File: src/rtl/assert_macros.svh
// Assertion macros shared by the serial line assembler RTL.
// No dependencies; included by modules that carry concurrent checks.
`ifndef ASSERT_MACROS_SVH
`define ASSERT_MACROS_SVH

// Check a property on every rising clock edge outside of reset.
`define SLA_ASSERT(label, clk, rst, prop, msg) \
   label: assert property (@(posedge clk) disable iff (rst) prop) else $error(msg);

// Check a property on every rising clock edge, reset included.
`define SLA_ASSERT_ALWAYS(label, clk, prop, msg) \
   label: assert property (@(posedge clk) prop) else $error(msg);

`endif

File: src/rtl/sla_pkg.sv
// Package for the serial line assembler: sizes, byte codes, FSM and
// controller/datapath command and status types. No dependencies.
package sla_pkg;

   localparam int LINE_CAPACITY = 64;
   localparam int STORE_DEPTH   = 64;
   localparam int ADDR_W        = $clog2(STORE_DEPTH);
   localparam int LEN_W         = ADDR_W + 1;
   localparam int CHAR_W        = 7;
   localparam int BYTE_W        = 8;

   localparam logic [LEN_W-1:0]  CAP_LEN   = LEN_W'(LINE_CAPACITY);

   localparam logic [BYTE_W-1:0] CH_LOW    = 8'h20;
   localparam logic [BYTE_W-1:0] CH_HIGH   = 8'h7E;
   localparam logic [BYTE_W-1:0] CH_DELETE = 8'h7F;
   localparam logic [BYTE_W-1:0] CH_RETURN = 8'h0D;

   typedef enum logic [1:0] {
      ST_IDLE,
      ST_READ,
      ST_EMIT
   } state_type;

   // controller -> datapath
   typedef struct packed {
      logic accept;   // input transfer this cycle
      logic rd_en;    // read store at current emit index
      logic advance;  // output transfer this cycle
   } cmd_type;

   // datapath -> controller
   typedef struct packed {
      logic start_emit; // current input byte completes a line
      logic last;       // current emit index is the final char
   } status_type;

endpackage

File: src/rtl/sla_ifs.sv
// Valid/ready stream interfaces for the serial line assembler channels.
// Depends on sla_pkg for payload widths.
interface sla_req_if import sla_pkg::*; ();
   logic              valid;
   logic              ready;
   logic [BYTE_W-1:0] rx_byte;
   logic              queue_has_room;

   modport source (output valid, output rx_byte, output queue_has_room, input ready);
   modport sink   (input valid, input rx_byte, input queue_has_room, output ready);
endinterface

interface sla_rsp_if import sla_pkg::*; ();
   logic              valid;
   logic              ready;
   logic [CHAR_W-1:0] char_out;
   logic [ADDR_W-1:0] char_index;
   logic [LEN_W-1:0]  line_length;
   logic              last_char;

   modport source (output valid, output char_out, output char_index,
                   output line_length, output last_char, input ready);
   modport sink   (input valid, input char_out, input char_index,
                   input line_length, input last_char, output ready);
endinterface

File: src/rtl/serial_line_assembler.sv
// Serial line assembler: one byte per input transfer; no output for most bytes.
// Bytes that end no line are taken back to back while idle. A line of N chars
// then drains one char at a time: store read (ST_READ), then output register
// (ST_EMIT, where the receiver may stall); input waits until the last char.
// Reset (synchronous, active high) empties the line and idles the FSM; the
// store itself is not cleared, only written entries are ever read.
`include "assert_macros.svh"
module serial_line_assembler import sla_pkg::*; (
   input logic       clock,
   input logic       reset,
   sla_req_if.sink   req_chan,
   sla_rsp_if.source rsp_chan
);

   cmd_type    cmd;
   status_type status;

   // sequencing: idle accepts bytes, read/emit states walk the line out
   sla_controller u_ctl (
      .clock     (clock),
      .reset     (reset),
      .req_valid (req_chan.valid),
      .req_ready (req_chan.ready),
      .rsp_valid (rsp_chan.valid),
      .rsp_ready (rsp_chan.ready),
      .status    (status),
      .cmd       (cmd)
   );

   // line store, fill count and output registers
   sla_datapath u_dp (
      .clock          (clock),
      .reset          (reset),
      .cmd            (cmd),
      .rx_byte        (req_chan.rx_byte),
      .queue_has_room (req_chan.queue_has_room),
      .status         (status),
      .char_out       (rsp_chan.char_out),
      .char_index     (rsp_chan.char_index),
      .line_length    (rsp_chan.line_length),
      .last_char      (rsp_chan.last_char)
   );

   // index always within the line while a char is offered
   `SLA_ASSERT(a_idx_in_line, clock, reset, rsp_chan.valid |-> ({1'b0, rsp_chan.char_index} < rsp_chan.line_length), "char index past line length")
   // after the final transfer of a line, input reopens
   `SLA_ASSERT(a_reopen, clock, reset, (rsp_chan.valid && rsp_chan.ready && rsp_chan.last_char) |=> req_chan.ready, "input not reopened after line")
   // a non-final transfer is followed by more of the same line
   `SLA_ASSERT(a_continue, clock, reset, (rsp_chan.valid && rsp_chan.ready && !rsp_chan.last_char) |=> !req_chan.ready, "line cut short")

endmodule

File: src/rtl/sla_datapath.sv
// Datapath: byte classification, fill count, line store and emit registers.
// Depends on sla_pkg; driven by sla_controller commands.
module sla_datapath import sla_pkg::*; (
   input  logic              clock,
   input  logic              reset,
   input  cmd_type           cmd,
   input  logic [BYTE_W-1:0] rx_byte,
   input  logic              queue_has_room,
   output status_type        status,
   output logic [CHAR_W-1:0] char_out,
   output logic [ADDR_W-1:0] char_index,
   output logic [LEN_W-1:0]  line_length,
   output logic              last_char
);

   logic [CHAR_W-1:0] line_store [STORE_DEPTH];

   logic [ADDR_W-1:0] fill_ff, fill_in;
   logic [ADDR_W-1:0] idx_ff, idx_in;
   logic [LEN_W-1:0]  len_ff, len_in;
   logic [CHAR_W-1:0] char_ff;

   logic              printable, is_delete, is_return;
   logic [LEN_W-1:0]  fill_plus;
   logic              wr_en;
   logic              last;

   assign printable = (rx_byte >= CH_LOW) && (rx_byte <= CH_HIGH);
   assign is_delete = (rx_byte == CH_DELETE);
   assign is_return = (rx_byte == CH_RETURN);
   assign fill_plus = {1'b0, fill_ff} + LEN_W'(1);
   assign wr_en     = cmd.accept && queue_has_room && printable;
   assign last      = (({1'b0, idx_ff} + LEN_W'(1)) == len_ff);

   assign status.start_emit = queue_has_room &&
                              ((printable && (fill_plus == CAP_LEN)) ||
                               (is_return && (fill_ff != '0)));
   assign status.last       = last;

   always_comb begin
      fill_in = fill_ff;
      len_in  = len_ff;
      idx_in  = idx_ff;
      if (cmd.accept && queue_has_room) begin
         if (status.start_emit) begin
            fill_in = '0;
            idx_in  = '0;
            len_in  = printable ? CAP_LEN : {1'b0, fill_ff};
         end else if (printable) begin
            fill_in = fill_plus[ADDR_W-1:0];
         end else if (is_delete && (fill_ff != '0)) begin
            fill_in = fill_ff - ADDR_W'(1);
         end
      end
      if (cmd.advance) begin
         idx_in = last ? '0 : idx_ff + ADDR_W'(1);
      end
   end

   always_ff @(posedge clock) begin
      if (reset) begin
         fill_ff <= '0;
         idx_ff  <= '0;
         len_ff  <= '0;
      end else begin
         fill_ff <= fill_in;
         idx_ff  <= idx_in;
         len_ff  <= len_in;
      end
   end

   // store: one write port (append), one registered read port (emit)
   always_ff @(posedge clock) begin
      if (wr_en) begin
         line_store[fill_ff] <= rx_byte[CHAR_W-1:0];
      end
      if (cmd.rd_en) begin
         char_ff <= line_store[idx_ff];
      end
   end

   assign char_out    = char_ff;
   assign char_index  = idx_ff;
   assign line_length = len_ff;
   assign last_char   = last;

endmodule

File: src/rtl/sla_controller.sv
// Controller FSM: takes bytes while idle, then walks the stored line out
// one character at a time. Depends on sla_pkg and assert_macros.svh.
`include "assert_macros.svh"
module sla_controller import sla_pkg::*; (
   input  logic       clock,
   input  logic       reset,
   input  logic       req_valid,
   output logic       req_ready,
   output logic       rsp_valid,
   input  logic       rsp_ready,
   input  status_type status,
   output cmd_type    cmd
);

   state_type state_ff, state_in;

   always_comb begin
      state_in = state_ff;
      case (state_ff)
         ST_IDLE: begin
            if (req_valid && status.start_emit) state_in = ST_READ;
         end
         ST_READ: begin
            state_in = ST_EMIT;
         end
         ST_EMIT: begin
            if (rsp_ready) state_in = status.last ? ST_IDLE : ST_READ;
         end
         default: begin
            state_in = ST_IDLE;
         end
      endcase
   end

   always_comb begin
      req_ready   = 1'b0;
      rsp_valid   = 1'b0;
      cmd.accept  = 1'b0;
      cmd.rd_en   = 1'b0;
      cmd.advance = 1'b0;
      case (state_ff)
         ST_IDLE: begin
            req_ready  = 1'b1;
            cmd.accept = req_valid;
         end
         ST_READ: begin
            cmd.rd_en = 1'b1;
         end
         ST_EMIT: begin
            rsp_valid   = 1'b1;
            cmd.advance = rsp_ready;
         end
         default: begin
            req_ready = 1'b0;
         end
      endcase
   end

   always_ff @(posedge clock) begin
      if (reset) begin
         state_ff <= ST_IDLE;
      end else begin
         state_ff <= state_in;
      end
   end

   `SLA_ASSERT_ALWAYS(a_no_overlap, clock, !(req_ready && rsp_valid), "input taken while emitting")
   `SLA_ASSERT(a_read_then_emit, clock, reset, cmd.rd_en |=> rsp_valid, "emit did not follow read")
   `SLA_ASSERT(a_emit_start, clock, reset, (cmd.accept && status.start_emit) |=> cmd.rd_en, "line end did not start a read")

endmodule

File: src/flat_wrapper.sv
// flat-port wrapper written by rule: the top's interface ports become plain ports
module serial_line_assembler_flat import sla_pkg::*;
  (clock, reset, req_chan_valid, req_chan_rx_byte, req_chan_queue_has_room, req_chan_ready, rsp_chan_valid, rsp_chan_char_out, rsp_chan_char_index, rsp_chan_line_length, rsp_chan_last_char, rsp_chan_ready);
  sla_req_if req_chan_i ();
  sla_rsp_if rsp_chan_i ();
  input logic clock;
  input logic reset;
  input wire logic [$bits(req_chan_i.valid)-1:0] req_chan_valid;
  input wire logic [$bits(req_chan_i.rx_byte)-1:0] req_chan_rx_byte;
  input wire logic [$bits(req_chan_i.queue_has_room)-1:0] req_chan_queue_has_room;
  output wire logic [$bits(req_chan_i.ready)-1:0] req_chan_ready;
  output wire logic [$bits(rsp_chan_i.valid)-1:0] rsp_chan_valid;
  output wire logic [$bits(rsp_chan_i.char_out)-1:0] rsp_chan_char_out;
  output wire logic [$bits(rsp_chan_i.char_index)-1:0] rsp_chan_char_index;
  output wire logic [$bits(rsp_chan_i.line_length)-1:0] rsp_chan_line_length;
  output wire logic [$bits(rsp_chan_i.last_char)-1:0] rsp_chan_last_char;
  input wire logic [$bits(rsp_chan_i.ready)-1:0] rsp_chan_ready;
  assign req_chan_i.valid = req_chan_valid;
  assign req_chan_i.rx_byte = req_chan_rx_byte;
  assign req_chan_i.queue_has_room = req_chan_queue_has_room;
  assign req_chan_ready = req_chan_i.ready;
  assign rsp_chan_valid = rsp_chan_i.valid;
  assign rsp_chan_char_out = rsp_chan_i.char_out;
  assign rsp_chan_char_index = rsp_chan_i.char_index;
  assign rsp_chan_line_length = rsp_chan_i.line_length;
  assign rsp_chan_last_char = rsp_chan_i.last_char;
  assign rsp_chan_i.ready = rsp_chan_ready;
  serial_line_assembler u_core (.clock(clock), .reset(reset), .req_chan(req_chan_i), .rsp_chan(rsp_chan_i));
endmodule
File: config.mk
export PLATFORM = sky130hd
export DESIGN_NAME = serial_line_assembler_flat
export DESIGN_NICKNAME = d
export VERILOG_FILES = /design/src/rtl/sla_pkg.sv /design/src/rtl/sla_ifs.sv /design/src/rtl/serial_line_assembler.sv /design/src/rtl/sla_datapath.sv /design/src/rtl/sla_controller.sv /design/src/flat_wrapper.sv
export VERILOG_INCLUDE_DIRS = /design/src /design/src/rtl
export SDC_FILE = /design/constraint.sdc
export NUM_CORES = 1
export LEC_CHECK = 0
export ABC_CLOCK_PERIOD_IN_PS = 6550
export CAP_MARGIN = 20
export CORE_MARGIN = 2
export CORE_UTILIZATION = 45
export DETAILED_ROUTE_END_ITERATION = 12
export DONT_BUFFER_PORTS = 1
export PLACE_DENSITY = 0.63
export SYNTH_ARGS = -nofsm -noshare
export SYNTH_HDL_FRONTEND = slang
export SYNTH_HIERARCHICAL = 1
export SYNTH_SLANG_ARGS = --single-unit
File: constraint.sdc
create_clock -name clock -period 6.55 [get_ports clock]
set_input_delay 0.3275 -clock clock [delete_from_list [all_inputs] [get_ports clock]]
set_output_delay 0.3275 -clock clock [all_outputs]
set_load 0.03 [all_outputs]
==> flow_summary.yaml, run 1 <==
status:
  outcome: "complete, no violations"
setup_path:
  timing.rr.start: "u_core/u_dp/char_index[0]"
  critical_path_required_ps: 6220
  critPathLaunchType: "flop"
  cp-startpoint: "u_core/u_dp/char_index[1]"
  crit_path_end_kind: "output pin"
  critPathArrivalTime_ps: 3330
  worstPathMaxFanout: 44
  worstSetupPathType: "flop to output pin"
global_routing:
  grt_max_degree: 65
  grt_pass1_wl_mm: 66.0
  grt_pass1_vias: 9475
  overflow: 0
  antenna_found_initial: 1
  grt_usage_pct: 20.7
yosys:
  ys_ff_latch: 476
  ys_async_sr_fraction_pct: 0
  synth_warnings: 6
  synth_edf_count: 455
  netlist_area_um2: 19200
  synth.avg_cell_area_um2: 20.0
  ys_seq_area_share_pct: 73.4
  synth.distinct_cells: 53
  synthFlopType: "edfxtp_1"
  synthesis.instances: 959
  syn_nets: 976
placement:
  gp_congestion: 0.833
  post-dp-hpwl_mm: 26.0
  io_buffer_count: 0
  placed_area_um2: 19700
drt:
  ant_nets: 0
  avgViaCountPerCell: 6.08
  dr.pass1.iters: 5
  drc: 0
  drtIter0Drc: 1005
  wl_mm: 44.7
  routedWlPerCell_um: 28.8
  vias: 9425
timing:
  finalCritPeriodShare_pct: 55.9
  slew_violations: 0
  finalCriticalPeriod_ps: 3660
  finClkSkew_ps: 19.8
  final-setup-viol-count: 0
  slew_headroom_pct: 28.9
  hold_viol: 0
  worstMarginPinSlew_ps: 1060
  fin_tns_setup_ps: 0
  grt_setup_unrepaired: "no"
  max_freq_ghz: 0.273
clock_network:
  hold_buffers: 10
  cts_setup_buffers: 0
  cts_tree: "done"
  clockRootBuffer: "clkbuf_16"
  clk_pin_slew_ps: 60
  numCtsBuffers: 48
  cts_buffer_depth: 3
  h-tree-depth: 2
  cts_resized: 0
  clkSinkCount: 476
  clk_latency_ps: 570
flow_run:
  max-cap-violations: 0
cells_and_area:
  multi_input_area_um2: 4720
  nFillCells: 3304
  final_cell_mix: "455 x edfxtp_1, 131 x mux4_2, 71 x nor2_1"
  syn_to_final_growth_pct: 12.0
  mostFrequentLayoutCell: "edfxtp_1"
  drive_above_1_share_pct: 23.4
  regArea_um2: 14100
  design_area_um2: 21500
  diodes: 0
  final_net_count: 992
power:
  powerDensity_nw_per_um2: 290
  power.leakage_nw: 6.42
  peakVddDrop_mv: 0.218
floorplan:
  core_area_um2: 42000
  die-area_um2: 44300
  die_width_um: 210
  row_count: 75
  initial_utilization_pct: 45.6
  die_h_um: 210
  io_pins: 36
worst_hold_path:
  hp-class: "primary input to flop"
  hold_start: "req_chan_queue_has_room"
## critical path, cell delays in order (launching register included)
cell and delay [ps]:
dfxtp_4 860, ha_1 430, nand3_1 190, nor3b_1 300, o2111ai_1 210, or3_1 410, inv_1 320
## report_power, final
| part | switching (mW) | internal (mW) |
|---|---|---|
| logic | 0.0765 | 0.0293 |
| clock network | 1.11 | 1.67 |
| registers | 0.00722 | 3.33 |
| total | 1.19 | 5.04 |
## area by class of cell
type / count / area share [%]
clock buffer: 60 / 6.04
clock inverter: 27 / 1.42
sequential: 476 / 65.6
tap: 539 / 3.14
inverter: 6 / 0.105
timing repair buffer: 28 / 1.71
multi-input combinational: 415 / 22.0
## logic make-up after synthesis
| family | after synthesis | synth area share [%] |
|---|---|---|
| compound gates | 78 | 2.95 |
| simple gates | 176 | 4.67 |
| fa+ha+maj | 4 | 0.261 |
| buf+inv | 68 | 2.01 |
| xor+xnor | 7 | 0.320 |
| flops | 476 | 73.4 |
| mux | 150 | 16.4 |
## Yosys cell counts (all sizes together), types with 8 or more instances
library cell  instances  area (um2)
a211oi               21         168
a21oi                28         140
buf                  34         258
clkbuf               28         105
dfxtp                21         420
edfxtp              455       13700
mux2i                18         180
mux4                131        2950
nand2                13        48.8
nand3                 8        40.0
nor2                 71         267
nor2b                17         106
nor3                 20         100
or3                  13        81.3
## final timing paths
| kind | slack, ps | depth (start not counted) | end |
|---|---|---|---|
| max | 2890 | 6 | rsp_chan_last_char |
| max reg2reg | 3130 | 5 | u_core/u_dp/char_out[0] |
| min | 50 | 3 | u_core/u_dp/fill_ff[5] |
| min reg2reg | 530 | 1 | u_core/u_ctl/state_ff[0] |
## flip-flops by register name (all words and copies together) (netlist names)
register and count:
u_core/u_ctl/state_ff 2, u_core/u_dp/char_index 6, u_core/u_dp/char_out 7, u_core/u_dp/fill_ff 6, u_core/u_dp/line_length 7, u_core/u_dp/line_store 448
## routing by layer
layer	track usage [%]	routed length (um)
met4	6.14	1250
met5	0	13
met2	32.1	21100
met1	29.2	18400
met3	5.36	3970
## metrics by stage
stage                     utilization, %  hold slack, ps  setup slack (ps)  total power, mW  std cells
after global placement              46.8             397              3060             3.45       1453
after floorplan                        -             400              3910             3.44        959
after global routing                51.1            56.4              2660             6.40       1551
final                               51.1            47.9              2890             6.23       1551
after CTS                           51.1            32.3              2830             6.28       1550
after detailed placement            46.8             399              3070             3.45       1453
Note: power is estimated with default switching activity, not from simulation.
==> run 2: changes to the inputs <==
ABC_CLOCK_PERIOD_IN_PS = 3500   (was 6550)
clock period = 3.5 ns   (was 6.55 ns; I/O delays follow)
==> run 2 against run 1 <==
Flip-flop and latch count unchanged; core utilization up 0.88 points; count of clock-buffer cells in the layout down 4; register-to-register slack worse by 2500 ps; worst hold slack better by 21 ps; setup slack worse by 2700 ps; first-iteration DRC count down 7.7%; power up 80%; global-route usage up 0.17 points; cell count up 4.0%; clock skew up 3.9 ps; sequential power up 87%; largest power group unchanged; highest routed layer unchanged.
==> flow_summary.yaml, run 2 (synthesis gave the netlist of run 1 again) <==
cells_and_area:
  mostFrequentLayoutCell: "edfxtp_1"
  final_cell_mix: "455 x edfxtp_1, 131 x mux4_2, 71 x nor2_1"
  largest_reg_flops: 448
  nFillCells: 3298
  finalNonFillerCells: 1613
  post-route-util_pct: 52.0
  syn_to_final_growth_pct: 13.9
  final_net_count: 1049
  largest_register: "u_core/u_dp/line_store"
  drive_above_1_share_pct: 27.1
  design_area_um2: 21900
timing:
  grt_setup_unrepaired: "no"
  fin_tns_setup_ps: 0
  final-setup-viol-count: 0
  worstMarginPinSlew_ps: 1090
  finalCriticalPeriod_ps: 3350
  fin_ws_ps: 154
  finalCritPeriodShare_pct: 95.6
  slew_headroom_pct: 26.6
  max_freq_ghz: 0.299
  holdWs_ps: 68.7
  finClkSkew_ps: 23.7
  slew_violations: 0
  hold_viol: 0
clock_network:
  h-tree-depth: 2
  clk_pin_slew_ps: 70
  clockRootBuffer: "clkbuf_16"
  cts_resized: 0
  numCtsBuffers: 47
  cts_tree: "done"
  clkSinkCount: 476
  cts_buffer_depth: 3
  clk_latency_ps: 590
floorplan:
  die_width_um: 210
  io_pins: 36
  initial_utilization_pct: 45.6
  die-area_um2: 44300
  row_count: 75
  die_h_um: 210
  core_area_um2: 42000
power:
  total_power_mw: 11.2
  clockPowerShare_pct: 42.5
  peakVddDrop_mv: 0.394
  p_sw_mw: 2.27
  combPwrFrac_pct: 1.8
  p_sw_share_pct: 20.2
  internal_power_mw: 8.95
  p_seq_share_pct: 55.6
  power.leakage_nw: 6.65
  powerDensity_nw_per_um2: 514
status:
  outcome: "complete, no violations"
drt:
  drc: 0
  vias: 9632
  routedWlPerCell_um: 28.0
  wl_mm: 45.1
  drtIter0Drc: 928
  ant_nets: 0
  dr.pass1.iters: 6
  avgViaCountPerCell: 5.97
global_routing:
  antenna_found_initial: 5
  overflow: 0
  grt_usage_pct: 20.9
  grt_pass1_vias: 9554
  grt_pass1_wl_mm: 66.1
  grt_max_degree: 65
setup_path:
  slowest_stage: "dfxtp_4"
  r2r_cells: 6
  max_stage_delay_ps: 590
  critical_path.cell_chain: "ha_1 -> nand3b_1 -> a221oi_1 -> o2111ai_1 -> or3_1 -> inv_1 -> buf_4"
  worst-path-buf-inv: 2
  reg2reg_setup_slack_ps: 610
  critPathLaunchType: "flop"
  cp.depth: 7
  crit_family: "flip-flops"
  critical_path_required_ps: 3320
  critPathArrivalTime_ps: 3170
  worstSetupPathType: "flop to output pin"
  crit_path_end_kind: "output pin"
  worstPathMaxFanout: 13
placement:
  dp_cells: 1503
  gp_congestion: 0.840
  place_ws_ps: 597
  io_buffer_count: 0
  placed_area_um2: 20100
  post-dp-hpwl_mm: 27.0
worst_hold_path:
  hold_depth: 2
  hp-class: "primary input to flop"
flow_run:
  max-cap-violations: 0
## run 2: cell types whose count changed in the layout (fill, tap and decap cells not counted), moves of 4 or more
cell           previous run  this run
buf_4                    16        62
diode_2                   0         8
dlygate4sd3_1             3        11
bufinv_16                 7         2
clkinv_1                 13         8
clkinv_2                  6        10
clkinvlp_4                0         4
## run 2: final cells by class
type                    instances  area, um2  share of cell area (%)
well taps                     539        674                    3.09
clock buffers                  56       1230                    5.63
inverters                       6       22.5                   0.103
clock inverters                27        204                   0.933
diodes                          8       20.0                  0.0916
multi-input cells             415       4720                    21.6
repair buffers                 86        887                    4.06
flip-flops and latches        476      14100                    64.5
## run 2: worst paths after layout
| check | from | endpoint |
|---|---|---|
| setup / recovery | u_core/u_dp/char_index[1] | rsp_chan_last_char |
| hold / removal | req_chan_queue_has_room | u_core/u_dp/fill_ff[3] |
| setup reg to reg | u_core/u_dp/char_index[0] | u_core/u_dp/char_out[1] |
| hold reg to reg | u_core/u_ctl/state_ff[0] | u_core/u_ctl/state_ff[0] |
## run 2: power by group through the flow
stage               logic (mW)  registers [mW]  clock network (mW)
global placement        0.0795            6.37                   0
finish                   0.204            6.25                4.78
global route             0.222            6.25                5.06
detailed placement      0.0798            6.37                   0
CTS                      0.205            6.25                4.85
floorplan               0.0687            6.37                   0
## run 2: what timing repair did
action | in CTS | in global routing
setup endpoints to repair | 0 | 1
hold buffers | 18 | 0
endpoints found under the hold margin | 469 | 0
setup buffers | 0 | 1
## run 2: routing by layer
| layer | GRT usage (%) | vias up | share of wire, % |
|---|---|---|---|
| li1 | - | 4118 | - |
| met1 | 29.3 | 5029 | 41 |
| met2 | 32.4 | 407 | 47 |
| met3 | 4.93 | 74 | 9.6 |
| met4 | 7.09 | 4 | 2.8 |
| met5 | 0 | - | 0.064 |
## run 2: worst reg2reg max path, cell delays in order (launching register included)
cell,delay (ps)
dfxtp_4,480
buf_4,380
mux4_2,630
mux4_2,460
nor2b_1,140
a211oi_1,470
a21oi_1,80
==> run 3: changes to the inputs <==
CORE_UTILIZATION = 56   (was 45)
PLACE_DENSITY = 0.74   (was 0.63)
==> run 3 against run 2 <==
Combinational power fell by 2%; cell count down 7.4%; via count rose by 0.39%; final area is 1.6% lower; wire length shrank 5.6%; fmax rose by 4.7%; die area shrank 19%; core utilization up 12 points; register-to-register slack got worse by 300 ps; power fell by 1.4%; global-route usage rose by 3.7 points; clock power shrank 3%; largest power group unchanged; highest routed layer unchanged.
==> flow_summary.yaml, run 3 (synthesis gave the netlist of run 1 again) <==
timing:
  max_freq_ghz: 0.313
  finalCritPeriodShare_pct: 91.3
  grt_setup_unrepaired: "no"
  slew_headroom_pct: 26.2
  fin_tns_setup_ps: 0
  hold_viol: 0
  final-setup-viol-count: 0
  worstMarginPinSlew_ps: 1100
  finClkSkew_ps: 27.8
  finalCriticalPeriod_ps: 3190
  fin_ws_ps: 305
  slew_violations: 0
clock_network:
  clkSinkCount: 476
  clockRootBuffer: "clkbuf_16"
  h-tree-depth: 2
  cts_buffer_depth: 3
  cts_tree: "done"
  clk_pin_slew_ps: 60
  clk_latency_ps: 560
  cts_resized: 0
  numCtsBuffers: 46
setup_path:
  slowest_stage: "dlygate4sd3_1"
  worstSetupPathType: "flop to flop"
  crit_path_end_kind: "flop"
  max_stage_delay_ps: 590
  worst-path-buf-inv: 2
  critical_path.cell_chain: "ha_1 -> o21ba_2 -> a221oi_1 -> o2111ai_1 -> or3_1 -> inv_1 -> nand3b_1 -> a211oi_1 -> dlygate4sd3_1"
  crit_family: "buffers and inverters"
  critPathArrivalTime_ps: 3640
  critical_path_required_ps: 3950
  critPathLaunchType: "flop"
  worstPathMaxFanout: 9
floorplan:
  row_count: 67
  die-area_um2: 35800
  die_width_um: 189
  io_pins: 36
  core_area_um2: 33600
  die_h_um: 189
  initial_utilization_pct: 57.1
power:
  total_power_mw: 11.1
  peakVddDrop_mv: 0.334
  powerDensity_nw_per_um2: 514
  power.leakage_nw: 6.52
cells_and_area:
  design_area_um2: 21500
  post-route-util_pct: 64.0
  drive_above_1_share_pct: 25.3
  final_net_count: 1027
  syn_to_final_growth_pct: 12.1
  mostFrequentLayoutCell: "edfxtp_1"
  largest_register: "u_core/u_dp/line_store"
  largest_reg_flops: 448
  diodes: 0
  final_cell_mix: "455 x edfxtp_1, 131 x mux4_2, 71 x nor2_1"
drt:
  dr.pass1.iters: 5
  wl_mm: 42.6
  ant_nets: 0
  drtIter0Drc: 1277
  avgViaCountPerCell: 6.47
  drc: 0
  routedWlPerCell_um: 28.5
  vias: 9670
global_routing:
  grt_usage_pct: 24.5
  grt_max_degree: 65
  overflow: 0
  antenna_found_initial: 1
  grt_pass1_wl_mm: 63.6
  grt_pass1_vias: 9596
placement:
  placed_area_um2: 19800
  post-dp-hpwl_mm: 25.3
  place_ws_ps: 367
  io_buffer_count: 0
  gp_congestion: 0.817
status:
  outcome: "complete, no violations"
flow_run:
  max-cap-violations: 0
worst_hold_path:
  hp-class: "primary input to flop"
==> run 3: through the flow <==
| step | hold slack [ps] | instances |
|---|---|---|
| 2_1_floorplan | 248 | 959 |
| 3_3_place_gp | 246 | 1392 |
| 3_5_place_dp | 255 | 1392 |
| 4_1_cts | 0.646 | 1490 |
| 5_1_grt | 5.38 | 1494 |
| 6_report | 1.32 | 1494 |
==> run 3: timing repair <==
action | 4_1_cts | 5_1_grt
setup buffers | 0 | 3
hold endpoints to repair | 466 | 0
hold buffers | 14 | 0
setup endpoints to repair | 0 | 1
==> run 3: cell type report <==
| cell class | count | area, um2 |
|---|---|---|
| Sequential cell | 476 | 14100 |
| Fill cell | 2220 | 12100 |
| Multi-Input combinational cell | 415 | 4710 |
| Clock buffer | 59 | 1230 |
| Timing Repair Buffer | 65 | 721 |
| Tap cell | 448 | 561 |
| Clock inverter | 25 | 166 |
| Inverter | 6 | 22.5 |
==> run 3: power by group <==
group	internal, mW	switching (mW)	leakage [nW]
registers	6.24	0.0128	4.26
clock network	2.63	1.99	0.686
logic	0.0568	0.143	1.57
==> run 3: path summary, 6_finish.rpt <==
kind                                                 from                       endpoint  slack, ps  cells after the start
worst max-delay path            u_core/u_dp/char_index[1]       u_core/u_ctl/state_ff[0]        310                      9
worst min-delay path                  req_chan_rx_byte[6]  u_core/u_dp/line_store[56][6]          1                      1
worst max register to register  u_core/u_dp/char_index[1]       u_core/u_ctl/state_ff[0]        310                      9
worst min register to register  u_core/u_dp/char_index[3]      u_core/u_dp/char_index[3]        580                      1
==> run 3: per-layer routing <==
| layer | share of wire, % | routed length (um) | global-route usage [%] | vias up |
|---|---|---|---|---|
| met3 | 10 | 4280 | 6.23 | 76 |
| met5 | 0.063 | 27 | 0 | - |
| met4 | 2.8 | 1180 | 7.54 | 4 |
| met1 | 39 | 16800 | 35.4 | 5021 |
| li1 | - | - | - | 4067 |
| met2 | 48 | 20300 | 37.6 | 502 |
